==> src/rtl/sorted_sequence_table_defines.svh <==
// Assertion macros for the sorted sequence table
`ifndef SORTED_SEQUENCE_TABLE_DEFINES_SVH
`define SORTED_SEQUENCE_TABLE_DEFINES_SVH
`ifndef NO_ASSERTIONS
`define SST_ASSERT_IMP(label, clk, rst_n, pre, post) \
  label: assert property (@(posedge clk) disable iff (!rst_n) (pre) |-> (post)) \
    else $error("sst check failed");
`define SST_ASSERT_NXT(label, clk, rst_n, pre, post) \
  label: assert property (@(posedge clk) disable iff (!rst_n) (pre) |=> (post)) \
    else $error("sst check failed");
`else
`define SST_ASSERT_IMP(label, clk, rst_n, pre, post)
`define SST_ASSERT_NXT(label, clk, rst_n, pre, post)
`endif
`endif

==> src/rtl/sst_pkg.sv <==
package sst_pkg;
  localparam int unsigned TableDepth = 64;
  localparam int unsigned HandleBits = 8;
  localparam int unsigned IdxW = $clog2(TableDepth);
  localparam int unsigned CntW = $clog2(TableDepth + 1);

  localparam logic [1:0] FUNC_INSERT  = 2'd0;
  localparam logic [1:0] FUNC_REMOVE  = 2'd1;
  localparam logic [1:0] FUNC_FIND    = 2'd2;
  localparam logic [1:0] FUNC_HIGHEST = 2'd3;

  localparam logic [1:0] ST_OK    = 2'd0;
  localparam logic [1:0] ST_MISS  = 2'd1;
  localparam logic [1:0] ST_FULL  = 2'd2;
  localparam logic [1:0] ST_EMPTY = 2'd3;

  typedef struct packed {
    logic [31:0]         seq;
    logic [19:0]         inst;
    logic [HandleBits-1:0] hnd;
  } entry_t;

  // memory port bundle from the sequencer to the table RAM
  typedef struct packed {
    logic            rd_en;
    logic [IdxW-1:0] rd_addr;
    logic            wr_en;
    logic [IdxW-1:0] wr_addr;
    entry_t          wr_data;
  } mem_req_t;
endpackage

==> src/rtl/sst_ram.sv <==
module sst_ram (
  input  logic              clk,
  input  sst_pkg::mem_req_t req,
  output sst_pkg::entry_t   rd_data
);
  sst_pkg::entry_t mem [sst_pkg::TableDepth];

  always_ff @(posedge clk) begin
    if (req.wr_en) begin
      mem[req.wr_addr] <= req.wr_data;
    end
    if (req.rd_en) begin
      rd_data <= mem[req.rd_addr];
    end
  end
endmodule

==> config.mk <==
export PLATFORM = sky130hd
export DESIGN_NAME = sst_ram
export DESIGN_NICKNAME = d
export VERILOG_FILES = /design/src/rtl/sorted_sequence_table_defines.svh /design/src/rtl/sst_pkg.sv /design/src/rtl/sst_ram.sv
export SDC_FILE = /design/constraint.sdc
export NUM_CORES = 2
export LEC_CHECK = 0
export BUFFER_PORTS_ARGS = -buffer_cell sky130_fd_sc_hd__buf_2
export CORE_AREA = 2 2 610 612
export CTS_CLUSTER_SIZE = 20
export DETAILED_ROUTE_END_ITERATION = 8
export DIE_AREA = 0 0 612 614
export PLACE_DENSITY_LB_ADDON = 0.2
export SYNTH_ARGS = -nofsm -noshare
export SYNTH_HDL_FRONTEND = slang
export SYNTH_SLANG_ARGS = --single-unit
==> constraint.sdc <==
create_clock -name clk -period 7.9 [get_ports clk]
set_input_delay 0 -clock clk [delete_from_list [all_inputs] [get_ports clk]]
set_output_delay 0 -clock clk [all_outputs]
set_load 0.05 [all_outputs]
==> metrics.txt <==
status=finished clean; worst path required time=between 8000 and 9000 ps; commonest register cell after synthesis=edfxtp_1; area of the multi-input gates=29,000 um2; syn_nets=6,168; XOR/XNOR share of the synthesized area=0; met3 wire len=about 35,000 um; Vias=between 70,000 and 80,000; Initial Utilization=0.397; crit-path max FO=~130; slew margin rel.=0.0584; die width=612 um; Max Used Layer=met5; leakage=51.4 nW; mapped cell area=roughly 150,000 um2; vias in the first global route=71,500; wl on met1=roughly 180,000 um; Synth top area share=0.796; Final Skew=35.3 ps; reg2reg end=rd_data[53]; routed len/inst=approximately 37 um; commonest non-fill, non-tap cells in the layout=edfxtp_1 (3,900), mux4_2 (1,040), clkbuf_16 (397); share of layout cells above drive strength 1=0.303; Compound-Gate Fraction of Synth Area=0.0175; CP max stage delay=860 ps; clk buf depth=4; clock tree from TritonCTS=built; Hold Path Class=in2reg; CTS Hold Bufs=~70; reg2reg start=mem[59][53]; Register-to-Register Path Depth=5; Clock Latency Late Sink=slightly below 1000 ps; die area=between 300,000 and 400,000 um2; max cap viols=0; Worst VDD drop=0.192 mV; setup tns final=0 ps; fillers=30,600; f_max=293 MHz; Post-synth EDFFs=approximately 3,900; global placer's final weighted congestion=0.767; ranking of synthesized cells by area=edfxtp_1 (80%), mux4_2 (16%), o22ai_1 (0.80%); post-synth cell types=35; Root Driver=clkbuf_16; CTS H-tree depth=5; clock tree sinks=slightly below 4,000; period utilization=0.432; placed cells=between 10,000 and 15,000; post-detailed-route count of antenna-violating nets=0; Synth Register Bits=3,900; share of flip-flops with an asynchronous set or reset after synthesis=0; Pre-antenna DRT Iters=5; Setup crit start kind=primary input; final setup vio count=0; post-synthesis adder-cell area fraction=0; Rows=about 220; Synth area leader=edfxtp_1; post-route cell area=roughly 170,000 um2; final net count=~6,600; mux cell area share after synthesis=0.167; grt ovf=0; Synth Warn #=0; post-DP HPWL=232,000 um; CP endpoint kind=flop; Slew Limit Fails=0; CP startpoint=req[68]; Die Y-Extent=614 um; Final Hold Viols=0; Vias/cell=between 6 and 7; clock transition at the registers of the reported paths=60 ps; Avg Cell Area, Syn=around 24 um2; Post-Layout Cell Count=11,800; commonest non-fill, non-tap cell in the layout=edfxtp_1; critical path data arrival time=4100 ps; PwrDens=259 nW/um2; min Tclk post-route=between 3000 and 4000 ps; Gates resized, CTS repair=0; Routed met2 length=around 220,000 um; Buffers on Ports=roughly 130; Tightest Pin Transition=about 1400 ps; first-pass GRT wire length=604,000 um; area post-placement=between 150,000 and 200,000 um2; Core ar.=~370,000 um2; Reg area=117,000 um2; Global Route Usage Sum=0.234; Simple-Gate Fraction of Synth Area=0.00863; crit-path cells=dlygate4sd3_1 -> buf_8 -> buf_12 -> buf_4 -> mux4_2 -> mux4_2 -> o22ai_1 -> nor2_1; Post-Route WL=roughly 440,000 um; kind of critical path=in2reg; RSZ-0062 raised after global routing=no; largest net degree at the start of global routing=approximately 130; Syn Inst Count=approximately 6,100; Detailed Route Iter0 Violations=9,835; IO Pins=135; Worst Setup EP=rd_data[7]; initial antenna violation count=30; CP most frequent cell=mux4_2; DRC=0; largest family of logic cells by synthesized area=multiplexers; # Post-CTS Setup Buffers=0; Area Growth Syn to Fin=14.2%; Critical-path top delay cell=buf_4; Inserted Clock Buffers=approximately 390; sequential-to-total area share from yosys stat=0.796; r2r setup slk=about 5400 ps
routing by layer:
| layer | up-vias | track usage |
|---|---|---|
| met4 | 12 | 0.0580 |
| met5 | - | 0 |
| met1 | 40200 | 0.328 |
| met2 | 3407 | 0.381 |
| li1 | 27300 | - |
| met3 | 630 | 0.0401 |
sequential cells by signal, indices dropped and copies added, names as in the netlist:
register,cells
mem,3840
rd_data,60
Yosys cell counts (all sizes together) (2+ instances only):
cell type and number:
edfxtp 3900, mux4 1040, o22ai 188, nor2 177, buf 170, clkbuf 170
a21oi 74, nand2 68, o221ai 59, mux2 58, mux2i 51, o21ai 39
a31oi 28, nor3 12, nand2b 9, nor2b 9, o221a 9, nand3 5
nand3b 5, or3b 5, or2 4, a211oi 3, or3 3, nand4 2
power by group:
part | internal (W) | switching, W | leakage, nW
combinational | 0.000747 | 0.00135 | 10.3
clock | 0.0104 | 0.00789 | 6.06
sequential | 0.0230 | 0.0000823 | 35.1
final cells by class:
class	count	area share
Clock inverter	245	0.0136
Tap cell	4972	0.0370
Multi-Input combinational cell	1852	0.172
Clock buffer	459	0.0605
Sequential cell	3900	0.697
Timing Repair Buffer	403	0.0189
Inverter	1	0.0000521
Antenna cell	8	0.000119
worst max-delay path: cells and delay by family:
| family | cells | cell delay [ps] |
|---|---|---|
| AO/OA/AOI/OAI | 1 | 290 |
| buffers and inverters | 4 | 2390 |
| multiplexers | 2 | 940 |
| AND/OR/NAND/NOR | 1 | 120 |
cells by family (layout without fill, tap and decap cells):
family,count (synthesis),count (layout)
AO/OA/AOI/OAI,402,402
other,0,8
AND/OR/NAND/NOR,301,301
flip-flops,3900,3900
multiplexers,1149,1149
buffers and inverters,341,1108
stage by stage:
| step | utilization | setup WS, ps | hold WS [ps] | total power (W) |
|---|---|---|---|---|
| after floorplan | - | 2770 | 98.9 | 0.0246 |
| after global placement | 0.418 | 4050 | 541 | 0.0255 |
| after detailed placement | 0.418 | 4040 | 545 | 0.0256 |
| after CTS | 0.454 | 4560 | 1.15 | 0.0437 |
| after global routing | 0.454 | 4390 | 59.6 | 0.0446 |
| final | 0.454 | 4480 | 84.8 | 0.0434 |
worst min path at each step:
stage / startpoint / endpoint / slack [ps] / cells after the start
6_report: req[61] / mem[49][38] / 80 / 3
5_1_grt: req[61] / mem[49][30] / 60 / 3
4_1_cts: req[61] / mem[49][38] / 1 / 3
3_5_place_dp: rd_data[15] / rd_data[15] / 540 / 1
3_3_place_gp: rd_data[15] / rd_data[15] / 540 / 1
2_1_floorplan: req[0] / mem[0][0] / 100 / 0
(Power assumes the default switching activity.)
