--- src/rtl/sorted_sequence_table_defines.svh ---
// Assertion macros for the sorted sequence table
`ifndef SORTED_SEQUENCE_TABLE_DEFINES_SVH
`define SORTED_SEQUENCE_TABLE_DEFINES_SVH
`ifndef NO_ASSERTIONS
`define SST_ASSERT_IMP(label, clk, rst_n, pre, post) \
  label: assert property (@(posedge clk) disable iff (!rst_n) (pre) |-> (post)) \
    else $error("sst check failed");
`define SST_ASSERT_NXT(label, clk, rst_n, pre, post) \
  label: assert property (@(posedge clk) disable iff (!rst_n) (pre) |=> (post)) \
    else $error("sst check failed");
`else
`define SST_ASSERT_IMP(label, clk, rst_n, pre, post)
`define SST_ASSERT_NXT(label, clk, rst_n, pre, post)
`endif
`endif

--- src/rtl/sst_pkg.sv ---
package sst_pkg;
  localparam int unsigned TableDepth = 64;
  localparam int unsigned HandleBits = 8;
  localparam int unsigned IdxW = $clog2(TableDepth);
  localparam int unsigned CntW = $clog2(TableDepth + 1);

  localparam logic [1:0] FUNC_INSERT  = 2'd0;
  localparam logic [1:0] FUNC_REMOVE  = 2'd1;
  localparam logic [1:0] FUNC_FIND    = 2'd2;
  localparam logic [1:0] FUNC_HIGHEST = 2'd3;

  localparam logic [1:0] ST_OK    = 2'd0;
  localparam logic [1:0] ST_MISS  = 2'd1;
  localparam logic [1:0] ST_FULL  = 2'd2;
  localparam logic [1:0] ST_EMPTY = 2'd3;

  typedef struct packed {
    logic [31:0]         seq;
    logic [19:0]         inst;
    logic [HandleBits-1:0] hnd;
  } entry_t;

  // memory port bundle from the sequencer to the table RAM
  typedef struct packed {
    logic            rd_en;
    logic [IdxW-1:0] rd_addr;
    logic            wr_en;
    logic [IdxW-1:0] wr_addr;
    entry_t          wr_data;
  } mem_req_t;
endpackage

--- src/rtl/sst_seq.sv ---
`include "sorted_sequence_table_defines.svh"
module sst_seq (
  input  logic              clk,
  input  logic              rst_n,
  input  logic              start,
  input  logic [1:0]        func,
  input  logic [31:0]       seq_key,
  input  logic [19:0]       inst_key,
  input  logic              any_inst,
  input  logic [7:0]        hnd_key,
  output logic              busy,
  output logic              done,
  output logic [1:0]        res_status,
  output logic [7:0]        res_handle,
  output logic [31:0]       res_seq,
  output logic [6:0]        res_total,
  output sst_pkg::mem_req_t req,
  input  sst_pkg::entry_t   rd_data
);
  localparam logic [2:0] S_IDLE = 3'd0;
  localparam logic [2:0] S_INS  = 3'd1; // shift up while above key
  localparam logic [2:0] S_RSRC = 3'd2; // search handle
  localparam logic [2:0] S_RSH  = 3'd3; // shift down
  localparam logic [2:0] S_FIND = 3'd4;
  localparam logic [2:0] S_TOP  = 3'd5;
  localparam logic [2:0] S_DONE = 3'd6;
  localparam int unsigned IdxW = sst_pkg::IdxW;
  localparam int unsigned CntW = sst_pkg::CntW;

  logic [2:0] state_r, state_nxt;
  logic [CntW-1:0] fill_r, fill_nxt;
  logic [CntW-1:0] ptr_r, ptr_nxt;      // position being read (read issued for ptr-1, ptr or ptr+1)
  logic [31:0] key_r;
  logic [19:0] inst_r;
  logic        any_r;
  logic [sst_pkg::HandleBits-1:0] hnd_r;
  logic        hv_r, hv_nxt;
  sst_pkg::entry_t hit_r, hit_nxt;
  sst_pkg::entry_t rem_r, rem_nxt;
  logic [1:0]  st_r, st_nxt;
  logic [7:0]  ho_r, ho_nxt;
  logic [31:0] so_r, so_nxt;
  sst_pkg::mem_req_t req_c;
  sst_pkg::entry_t new_e;
  logic inst_ok;

  assign new_e.seq  = key_r;
  assign new_e.inst = inst_r;
  assign new_e.hnd  = hnd_r;
  assign inst_ok = any_r || (rd_data.inst == inst_r);

  always_ff @(posedge clk) begin
    if (!rst_n) begin
      state_r <= S_IDLE;
      fill_r  <= '0;
      hv_r    <= 1'b0;
      hit_r   <= '0;
    end else begin
      state_r <= state_nxt;
      fill_r  <= fill_nxt;
      hv_r    <= hv_nxt;
      hit_r   <= hit_nxt;
    end
  end

  always_ff @(posedge clk) begin
    ptr_r   <= ptr_nxt;
    rem_r   <= rem_nxt;
    st_r    <= st_nxt;
    ho_r    <= ho_nxt;
    so_r    <= so_nxt;
    if (start) begin
      key_r  <= seq_key;
      inst_r <= inst_key;
      any_r  <= any_inst;
      hnd_r  <= hnd_key[sst_pkg::HandleBits-1:0];
    end
  end

  always_comb begin
    state_nxt = state_r;
    fill_nxt  = fill_r;
    ptr_nxt   = ptr_r;
    hv_nxt    = hv_r;
    hit_nxt   = hit_r;
    rem_nxt   = rem_r;
    st_nxt    = st_r;
    ho_nxt    = ho_r;
    so_nxt    = so_r;
    req_c     = '0;
    unique case (state_r)
      S_IDLE: begin
        if (start) begin
          st_nxt = sst_pkg::ST_OK;
          ho_nxt = '0;
          so_nxt = '0;
          ptr_nxt = fill_r;
          if (func == sst_pkg::FUNC_INSERT) begin
            if (fill_r == CntW'(sst_pkg::TableDepth)) begin
              st_nxt = sst_pkg::ST_FULL;
              state_nxt = S_DONE;
            end else if (fill_r == '0) begin
              state_nxt = S_INS;
            end else begin
              req_c.rd_en = 1'b1;
              req_c.rd_addr = IdxW'(fill_r - 1'b1);
              state_nxt = S_INS;
            end
          end else if (fill_r == '0) begin
            st_nxt = sst_pkg::ST_EMPTY;
            state_nxt = S_DONE;
          end else if (func == sst_pkg::FUNC_REMOVE) begin
            ptr_nxt = '0;
            req_c.rd_en = 1'b1;
            req_c.rd_addr = '0;
            state_nxt = S_RSRC;
          end else if (func == sst_pkg::FUNC_FIND) begin
            if (hv_r && hit_r.seq == seq_key && (any_inst || hit_r.inst == inst_key)) begin
              ho_nxt = 8'(hit_r.hnd);
              so_nxt = hit_r.seq;
              state_nxt = S_DONE;
            end else begin
              req_c.rd_en = 1'b1;
              req_c.rd_addr = IdxW'(fill_r - 1'b1);
              state_nxt = S_FIND;
            end
          end else begin
            req_c.rd_en = 1'b1;
            req_c.rd_addr = IdxW'(fill_r - 1'b1);
            state_nxt = S_TOP;
          end
        end
      end
      // rd_data holds entry ptr-1; move it up to ptr while above the key
      S_INS: begin
        if (ptr_r != '0 && rd_data.seq > key_r) begin
          req_c.wr_en = 1'b1;
          req_c.wr_addr = IdxW'(ptr_r);
          req_c.wr_data = rd_data;
          ptr_nxt = ptr_r - 1'b1;
          if (ptr_r != CntW'(1)) begin
            req_c.rd_en = 1'b1;
            req_c.rd_addr = IdxW'(ptr_r - 2'd2);
          end
        end else begin
          req_c.wr_en = 1'b1;
          req_c.wr_addr = IdxW'(ptr_r);
          req_c.wr_data = new_e;
          fill_nxt = fill_r + 1'b1;
          state_nxt = S_DONE;
        end
      end
      // rd_data holds entry ptr
      S_RSRC: begin
        if (rd_data.hnd == hnd_r) begin
          rem_nxt = rd_data;
          ho_nxt = 8'(rd_data.hnd);
          so_nxt = rd_data.seq;
          if (ptr_r + 1'b1 < fill_r) begin
            req_c.rd_en = 1'b1;
            req_c.rd_addr = IdxW'(ptr_r + 1'b1);
            state_nxt = S_RSH;
          end else begin
            fill_nxt = fill_r - 1'b1;
            if (hv_r && hit_r == rd_data) hv_nxt = 1'b0;
            state_nxt = S_DONE;
          end
        end else if (ptr_r + 1'b1 < fill_r) begin
          ptr_nxt = ptr_r + 1'b1;
          req_c.rd_en = 1'b1;
          req_c.rd_addr = IdxW'(ptr_r + 1'b1);
        end else begin
          st_nxt = sst_pkg::ST_MISS;
          state_nxt = S_DONE;
        end
      end
      // rd_data holds entry ptr+1; copy it down to ptr
      S_RSH: begin
        req_c.wr_en = 1'b1;
        req_c.wr_addr = IdxW'(ptr_r);
        req_c.wr_data = rd_data;
        ptr_nxt = ptr_r + 1'b1;
        if (ptr_r + 2'd2 < fill_r) begin
          req_c.rd_en = 1'b1;
          req_c.rd_addr = IdxW'(ptr_r + 2'd2);
        end else begin
          fill_nxt = fill_r - 1'b1;
          if (hv_r && hit_r == rem_r) hv_nxt = 1'b0;
          state_nxt = S_DONE;
        end
      end
      // rd_data holds entry ptr-1
      S_FIND: begin
        if (rd_data.seq == key_r && inst_ok) begin
          hv_nxt = 1'b1;
          hit_nxt = rd_data;
          ho_nxt = 8'(rd_data.hnd);
          so_nxt = rd_data.seq;
          state_nxt = S_DONE;
        end else if (rd_data.seq < key_r || ptr_r == CntW'(1)) begin
          st_nxt = sst_pkg::ST_MISS;
          state_nxt = S_DONE;
        end else begin
          ptr_nxt = ptr_r - 1'b1;
          req_c.rd_en = 1'b1;
          req_c.rd_addr = IdxW'(ptr_r - 2'd2);
        end
      end
      S_TOP: begin
        ho_nxt = 8'(rd_data.hnd);
        so_nxt = rd_data.seq;
        state_nxt = S_DONE;
      end
      S_DONE: state_nxt = S_IDLE;
      default: state_nxt = S_IDLE;
    endcase
  end

  assign req        = req_c;
  assign busy       = (state_r != S_IDLE);
  assign done       = (state_r == S_DONE);
  assign res_status = st_r;
  assign res_handle = ho_r;
  assign res_seq    = so_r;
  assign res_total  = 7'(fill_r);

  `SST_ASSERT_IMP(a_fill_max, clk, rst_n, 1'b1, fill_r <= CntW'(sst_pkg::TableDepth))
  `SST_ASSERT_IMP(a_wr_busy, clk, rst_n, req_c.wr_en, state_r != S_IDLE)
  `SST_ASSERT_NXT(a_ins_grow, clk, rst_n,
    state_r == S_INS && state_nxt == S_DONE, fill_r == $past(fill_r) + 1'b1)
  `SST_ASSERT_NXT(a_full_hold, clk, rst_n,
    state_r == S_IDLE && start && func == sst_pkg::FUNC_INSERT &&
    fill_r == CntW'(sst_pkg::TableDepth), st_r == sst_pkg::ST_FULL)
endmodule

--- config.mk ---
export PLATFORM = sky130hd
export DESIGN_NAME = sst_seq
export DESIGN_NICKNAME = d
export VERILOG_FILES = /design/src/rtl/sst_pkg.sv /design/src/rtl/sst_seq.sv
export VERILOG_INCLUDE_DIRS = /design/src /design/src/rtl
export SDC_FILE = /design/constraint.sdc
export NUM_CORES = 1
export LEC_CHECK = 0
export ABC_AREA = 1
export CORE_ASPECT_RATIO = 0.8
export CORE_MARGIN = 2
export CORE_UTILIZATION = 55
export CTS_CLUSTER_SIZE = 8
export DETAILED_ROUTE_END_ITERATION = 8
export DONT_BUFFER_PORTS = 1
export PLACE_DENSITY = 0.7
export SYNTH_ARGS = -nofsm -noshare
export SYNTH_HDL_FRONTEND = slang
export SYNTH_SLANG_ARGS = --single-unit
--- constraint.sdc ---
create_clock -name clk -period 7.5 [get_ports clk]
set_clock_uncertainty 0.1 [all_clocks]
set_input_delay 1.125 -clock clk [delete_from_list [all_inputs] [get_ports clk]]
set_output_delay 1.125 -clock clk [all_outputs]
set_load 0.05 [all_outputs]
==> out/metrics.csv, run 1 <==
metric,value,unit
cp.arrival,4.06,ns
ir_drop,0.253,mV
clk_latency,0.53,ns
synth-async-reset-ratio,0,%
diodes,0,
final_antenna_net_count,0,
synth_xor_area_share,6.31,%
ys_seq_area_share,46.6,%
cts_setup_buffers,0,
rsz0062_at_grt,no,
synthMuxAreaShare,0,%
cts_resized,0,
worst_slew_pin_slew,1.27,ns
grt_util_all_layers,36.5,%
clockBufferDepth,3,
slew_viol_final,0,
min_period_over_period,70.5,%
hold-worst-slack,0.409,ns
cts_buffers,36,
clkSinkCount,241,
synth_top_family_by_area,simple AND/OR/NAND/NOR gates,
holdBufCountCts,0,
die_area,26800,um^2
setup_viol,0,
syn_to_final_growth,11.2,%
ys_types,41,
mostFrequentLayoutCell,nand2_1,
hold_path_class,reg2reg,
drt-initial-drc-count,1618,
place_hpwl,37300,um
synthAdderAreaFrac,4.91,%
nets,1937,
ctsRootBufferMaster,clkbuf_16,
power.density,371,nW/um^2
num_io_pins,251,
end_kind,primary output,
syn_nets,1899,
yosys.area_share.simple,19.6,%
setup-tns-final,0,ns
grt_pass1_wl,72800,um
post_drt_wl_per_cell,23.5,um
min_period,5.29,ns
grt_antenna_before_repair,0,
syn_area_per_cell,8.15,um^2
hold_viol,0,
relSlewSlack,15.3,%
dieWidth,182,um
synth_ff_type,edfxtp_1,
core_area,25200,um^2
cp-start-kind,register,
netlist_instances,1718,
initial_utilization,55.6,%
grt_pass1_vias,11600,
dr.pass1.iters,6,
crit_type,reg2out,
drive_gt1_share,6.85,%
gp_congestion,0.963,
status,"complete, no violations",
synth_enable_flop_cells,170,
drc_errors,0,
portBuffers,0,
viasPerCell,5.96,
finalWirelength,49500,um
fmax,0.189,GHz
grt-ovfl-total,0,
maxCapViolCount,0,
die_h,147,um
vias,12600,
grt_max_degree,66,
yosysWarningCount,0,
cts_tree,built,
leakagePower,6.58,nW
final_cell_mix,"378 x nand2_1, 223 x inv_1, 183 x o21ai_0",
rows,52,
synth_seq_cells,241,
n_fill_cell,2226,
clk_pin_slew,0.06,ns
synth_area,14000,um^2
htree_num_levels,2,
cp_max_fo,11,
synth-compound-area-share,14.4,%
required,6.27,ns
power by group:
part / total [mW] / internal, mW / switching (mW)
registers: 2.36 / 1.73 / 0.628
clock network: 1.51 / 0.901 / 0.612
logic: 1.91 / 0.482 / 1.43
final timing paths:
path	startpoint	slack (ns)	cells past startpoint	to
setup reg to reg	ptr_r[0]	3.02	12	ptr_r[4]
setup / recovery	ptr_r[0]	2.21	15	req[69]
hold / removal	hit_r[3]	0.41	2	hit_r[3]
hold reg to reg	hit_r[3]	0.41	2	hit_r[3]
stage by stage:
step                utilization [%]  area (um^2)  worst slack [ns]  power (mW)  instances
finish                         61.8        15600              2.21        5.78       2105
detailed placement             57.7        14500              2.34        4.26       2042
CTS                            61.8        15600              2.27        5.77       2105
global placement               57.7        14500              2.34        4.25       2042
global route                   61.8        15600              2.00        6.02       2105
floorplan                         -        14000              1.97        3.75       1718
layer usage:
metal / wire length (um) / vias to the layer above / global-route usage (%)
met3: 6950 / 81 / 11.1
met2: 20300 / 823 / 51.5
met4: 1180 / 0 / 9.48
li1: - / 5795 / -
met5: 0 / - / 0
met1: 21100 / 5857 / 54.4
flip-flops by register name, summed over array words and instances (netlist names), 7 cells and up:
register and count:
res_total 7, hnd_r 8, ptr_r 7, rem_r 60, res_handle 8, hit_r 60
inst_r 20, res_seq 32, key_r 32
worst max-delay path, stage by stage, from the launching register on:
cell and delay (ns):
edfxtp_1 0.60, ha_1 0.32, nand4_1 0.14, nor2_1 0.16, xor2_1 0.23, inv_1 0.09, ha_1 0.29, a21oi_1 0.14
o21ai_0 0.09, a21oi_1 0.38, nand2_1 0.19, inv_1 0.31, nand2_1 0.08, o21ai_0 0.08, a21oi_1 0.06, nand2_1 0.39
Yosys cell counts (all sizes together) (2+ instances only):
cell type | count | share of area, %
o21ai | 213 | 7.6
a21oi | 97 | 3.5
nand3 | 59 | 2.3
nand3b | 2 | 0.11
a32o | 6 | 0.43
nand2 | 380 | 10
o221ai | 2 | 0.13
or2 | 4 | 0.18
o22ai | 40 | 1.8
xnor2 | 19 | 1.2
buf | 25 | 1.3
inv | 233 | 6.2
o21a | 3 | 0.16
o211ai | 9 | 0.48
nor3 | 20 | 0.98
clkbuf | 24 | 0.65
nand4 | 15 | 0.67
dfxtp | 71 | 10
nor2 | 178 | 4.9
and2 | 2 | 0.089
xor2 | 82 | 5.1
a211oi | 4 | 0.21
edfxtp | 170 | 36
ha | 55 | 4.9
kinds of logic (layout without fill, tap and decap cells):
logic type / after synthesis / in the layout
compound gates: 377 / 377
xor+xnor: 101 / 101
fa+ha+maj: 55 / 55
buf+inv: 283 / 346
flops: 241 / 241
simple gates: 661 / 661
final cells by class:
| cell class | count | area, um^2 | area share (%) |
|---|---|---|---|
| clock buffer | 59 | 987 | 6.34 |
| timing repair buffer | 49 | 368 | 2.36 |
| clock inverter | 4 | 56.3 | 0.362 |
| multi-input combinational | 1194 | 6350 | 40.8 |
| tap | 324 | 405 | 2.60 |
| sequential | 241 | 6530 | 41.9 |
| inverter | 234 | 880 | 5.65 |
Power figures use the tool's default switching activity.
==> run 2, diff against run 1 <==
==> constraint.sdc (replaced) <==
create_clock -name clk -period 5.1 [get_ports clk]
set_clock_uncertainty 0.1 [all_clocks]
set_input_delay 0.765 -clock clk [delete_from_list [all_inputs] [get_ports clk]]
set_output_delay 0.765 -clock clk [all_outputs]
set_load 0.05 [all_outputs]
==> run 2 against run 1 <==
Net effect:
- sequential share of layout area down 0.64 points
- die area unchanged
- count of clock-buffer cells in the layout down 1
- worst hold slack worse by 0.18 ns
==> out/metrics.csv, run 2 (same netlist as run 1, synthesis figures left out) <==
metric,value,unit,change
grt-ovfl-total,0,,unchanged
n_fill_cell,2180,,was 2226
crit_type,reg2out,,unchanged
nets,1962,,was 1937
rr_worst_depth,11,,was 12
fin_util,62.8,%,was 61.8%
fmax,0.207,GHz,
min_period,4.83,ns,
drive_gt1_share,8.25,%,was 6.85%
critPathTopFamily,simple AND/OR/NAND/NOR gates,,unchanged
reg_top3,"hit_r (60), rem_r (60)",,unchanged
setup_viol,0,,unchanged
reg2reg_from,ptr_r[0],,unchanged
rows,52,,unchanged
r2r_slack,1.19,ns,was 3.02 ns
diodes,0,,unchanged
dr.pass1.iters,6,,unchanged
dieWidth,182,um,unchanged
ir_drop,0.394,mV,was 0.253 mV
drt-initial-drc-count,1715,,was 1618
hold_path_class,in2reg,,was reg2reg
endpoint,req[69],,unchanged
num_io_pins,251,,unchanged
grt_antenna_before_repair,1,,was 0
cts_buffers,36,,unchanged
slew_viol_final,0,,unchanged
die_area,26800,um^2,unchanged
clk_pin_slew,0.06,ns,about the same
grt_pass1_wl,73400,um,was 72800 um
leakagePower,6.72,nW,was 6.58 nW
final_antenna_net_count,0,,unchanged
multi_input_area,6360,um^2,was 6350 um^2
design_area,15800,um^2,was 15600 um^2
end_kind,primary output,,unchanged
grt_util_all_layers,36.4,%,was 36.5%
syn_to_final_growth,12.9,%,was 11.2%
final_cell_mix,"378 x nand2_1, 223 x inv_1, 183 x o21ai_0",,unchanged
clkSinkCount,241,,unchanged
finalWirelength,49600,um,was 49500 um
viasPerCell,5.96,,about the same
setup-tns-final,0,ns,unchanged
cp.arrival,3.97,ns,was 4.06 ns
reg2reg_to,ptr_r[4],,unchanged
clk_latency,0.52,ns,was 0.53 ns
initial_utilization,55.6,%,unchanged
hold_viol,0,,unchanged
drc_errors,0,,unchanged
min_period_over_period,94.7,%,
grt_max_degree,66,,unchanged
crit_top_cell,nand2_1,,
path_depth,15,,unchanged
rsz0062_at_grt,no,,unchanged
cp.buffers_inverters,2,,unchanged
cts_tree,built,,unchanged
cp_slowest_cell,edfxtp_1,,unchanged
maxCapViolCount,0,,unchanged
postPlaceCellArea,14800,um^2,was 14500 um^2
required,4.24,ns,was 6.27 ns
portBuffers,0,,unchanged
ctsRootBufferMaster,clkbuf_16,,unchanged
relSlewSlack,26.2,%,was 15.3%
worstSetupStartpoint,ptr_r[0],,unchanged
htree_num_levels,2,,unchanged
vias,12700,,was 12600
gp_congestion,0.961,,was 0.963
regArea,6530,um^2,unchanged
slowest_delay,0.61,ns,was 0.60 ns
worst_slew_pin_slew,1.10,ns,was 1.27 ns
post_drt_wl_per_cell,23.3,um,was 23.5 um
cp_max_fo,11,,unchanged
crit_chain,"ha_1, nand4_1, nor2_1, xor2_1, inv_1, ha_1, a21oi_1, o21ai_0, a21oi_2, nand2_1, inv_1, nand2_1, o21ai_0, a21oi_1, nand2_1",,"was ha_1, nand4_1, nor2_1, xor2_1, inv_1, ha_1, a21oi_1, o21ai_0, a21oi_1, nand2_1, inv_1, nand2_1, o21ai_0, a21oi_1, nand2_1"
status,"complete, no violations",,unchanged
place_hpwl,37500,um,was 37300 um
cp-start-kind,register,,unchanged
grt_pass1_vias,11800,,was 11600
clockBufferDepth,3,,unchanged
mostFrequentLayoutCell,nand2_1,,unchanged
die_h,147,um,unchanged
power.density,546,nW/um^2,was 371 nW/um^2
core_area,25200,um^2,unchanged
[run 2: layer usage]
metal	routed length, um	part of all wire, %	global-route usage (%)	vias up
met5	0	0	0	-
met4	996	2.0	8.35	0
met3	6510	13	10.2	79
met2	20800	42	53.0	798
met1	21300	43	54.1	5980
li1	-	-	-	5839
[run 2: cell type report]
class,count,share of cell area (%)
clock buffer,58,6.28
sequential,241,41.3
multi-input combinational,1194,40.2
inverter,234,5.56
tap,324,2.56
timing repair buffer,74,3.75
clock inverter,4,0.348
[run 2: metrics by stage]
| step | instances | power (mW) | worst slack (ns) | hold WS [ns] |
|---|---|---|---|---|
| 4_1_cts | 2129 | 8.61 | 0.206 | 0.224 |
| 3_3_place_gp | 2067 | 6.37 | 0.741 | 0.401 |
| 2_1_floorplan | 1718 | 5.51 | 0.600 | 0.370 |
| 6_report | 2129 | 8.64 | 0.268 | 0.234 |
| 3_5_place_dp | 2067 | 6.38 | 0.700 | 0.411 |
| 5_1_grt | 2129 | 9.01 | 0.0736 | 0.221 |
[run 2: what timing repair did]
action                                  in CTS  in global routing
gates resized for setup                      0                  1
endpoints found under the setup margin       0                  2
setup buffers                                0                  0
hold buffers                                 0                  0
[run 2: worst min path at each step]
stage                     startpoint        to  cells after the start  slack, ns
after floorplan             hit_r[3]  hit_r[3]                      2       0.37
after global placement      hit_r[3]  hit_r[3]                      2       0.40
after detailed placement    hit_r[3]  hit_r[3]                      2       0.41
after CTS                 rd_data[9]  rem_r[9]                      0       0.22
after global routing      hnd_key[0]  hnd_r[0]                      0       0.22
final                     rd_data[9]  rem_r[9]                      0       0.23
[run 2: power breakdown]
part	leakage [nW]	switching [mW]	total (mW)	internal [mW]
clock network	0.496	0.901	2.24	1.33
logic	4.02	2.24	3.05	0.809
registers	2.20	0.809	3.35	2.54
[run 2: worst register-to-register path, cell delays in order, from the launching register on]
cell      delay, ns
edfxtp_1       0.61
ha_1           0.30
nand4_1        0.14
nor2_1         0.14
xor2_1         0.24
inv_1          0.07
ha_1           0.29
a21oi_1        0.15
o21ai_0        0.12
a21oi_2        0.30
nor2_1         0.12
nor4_2         0.92
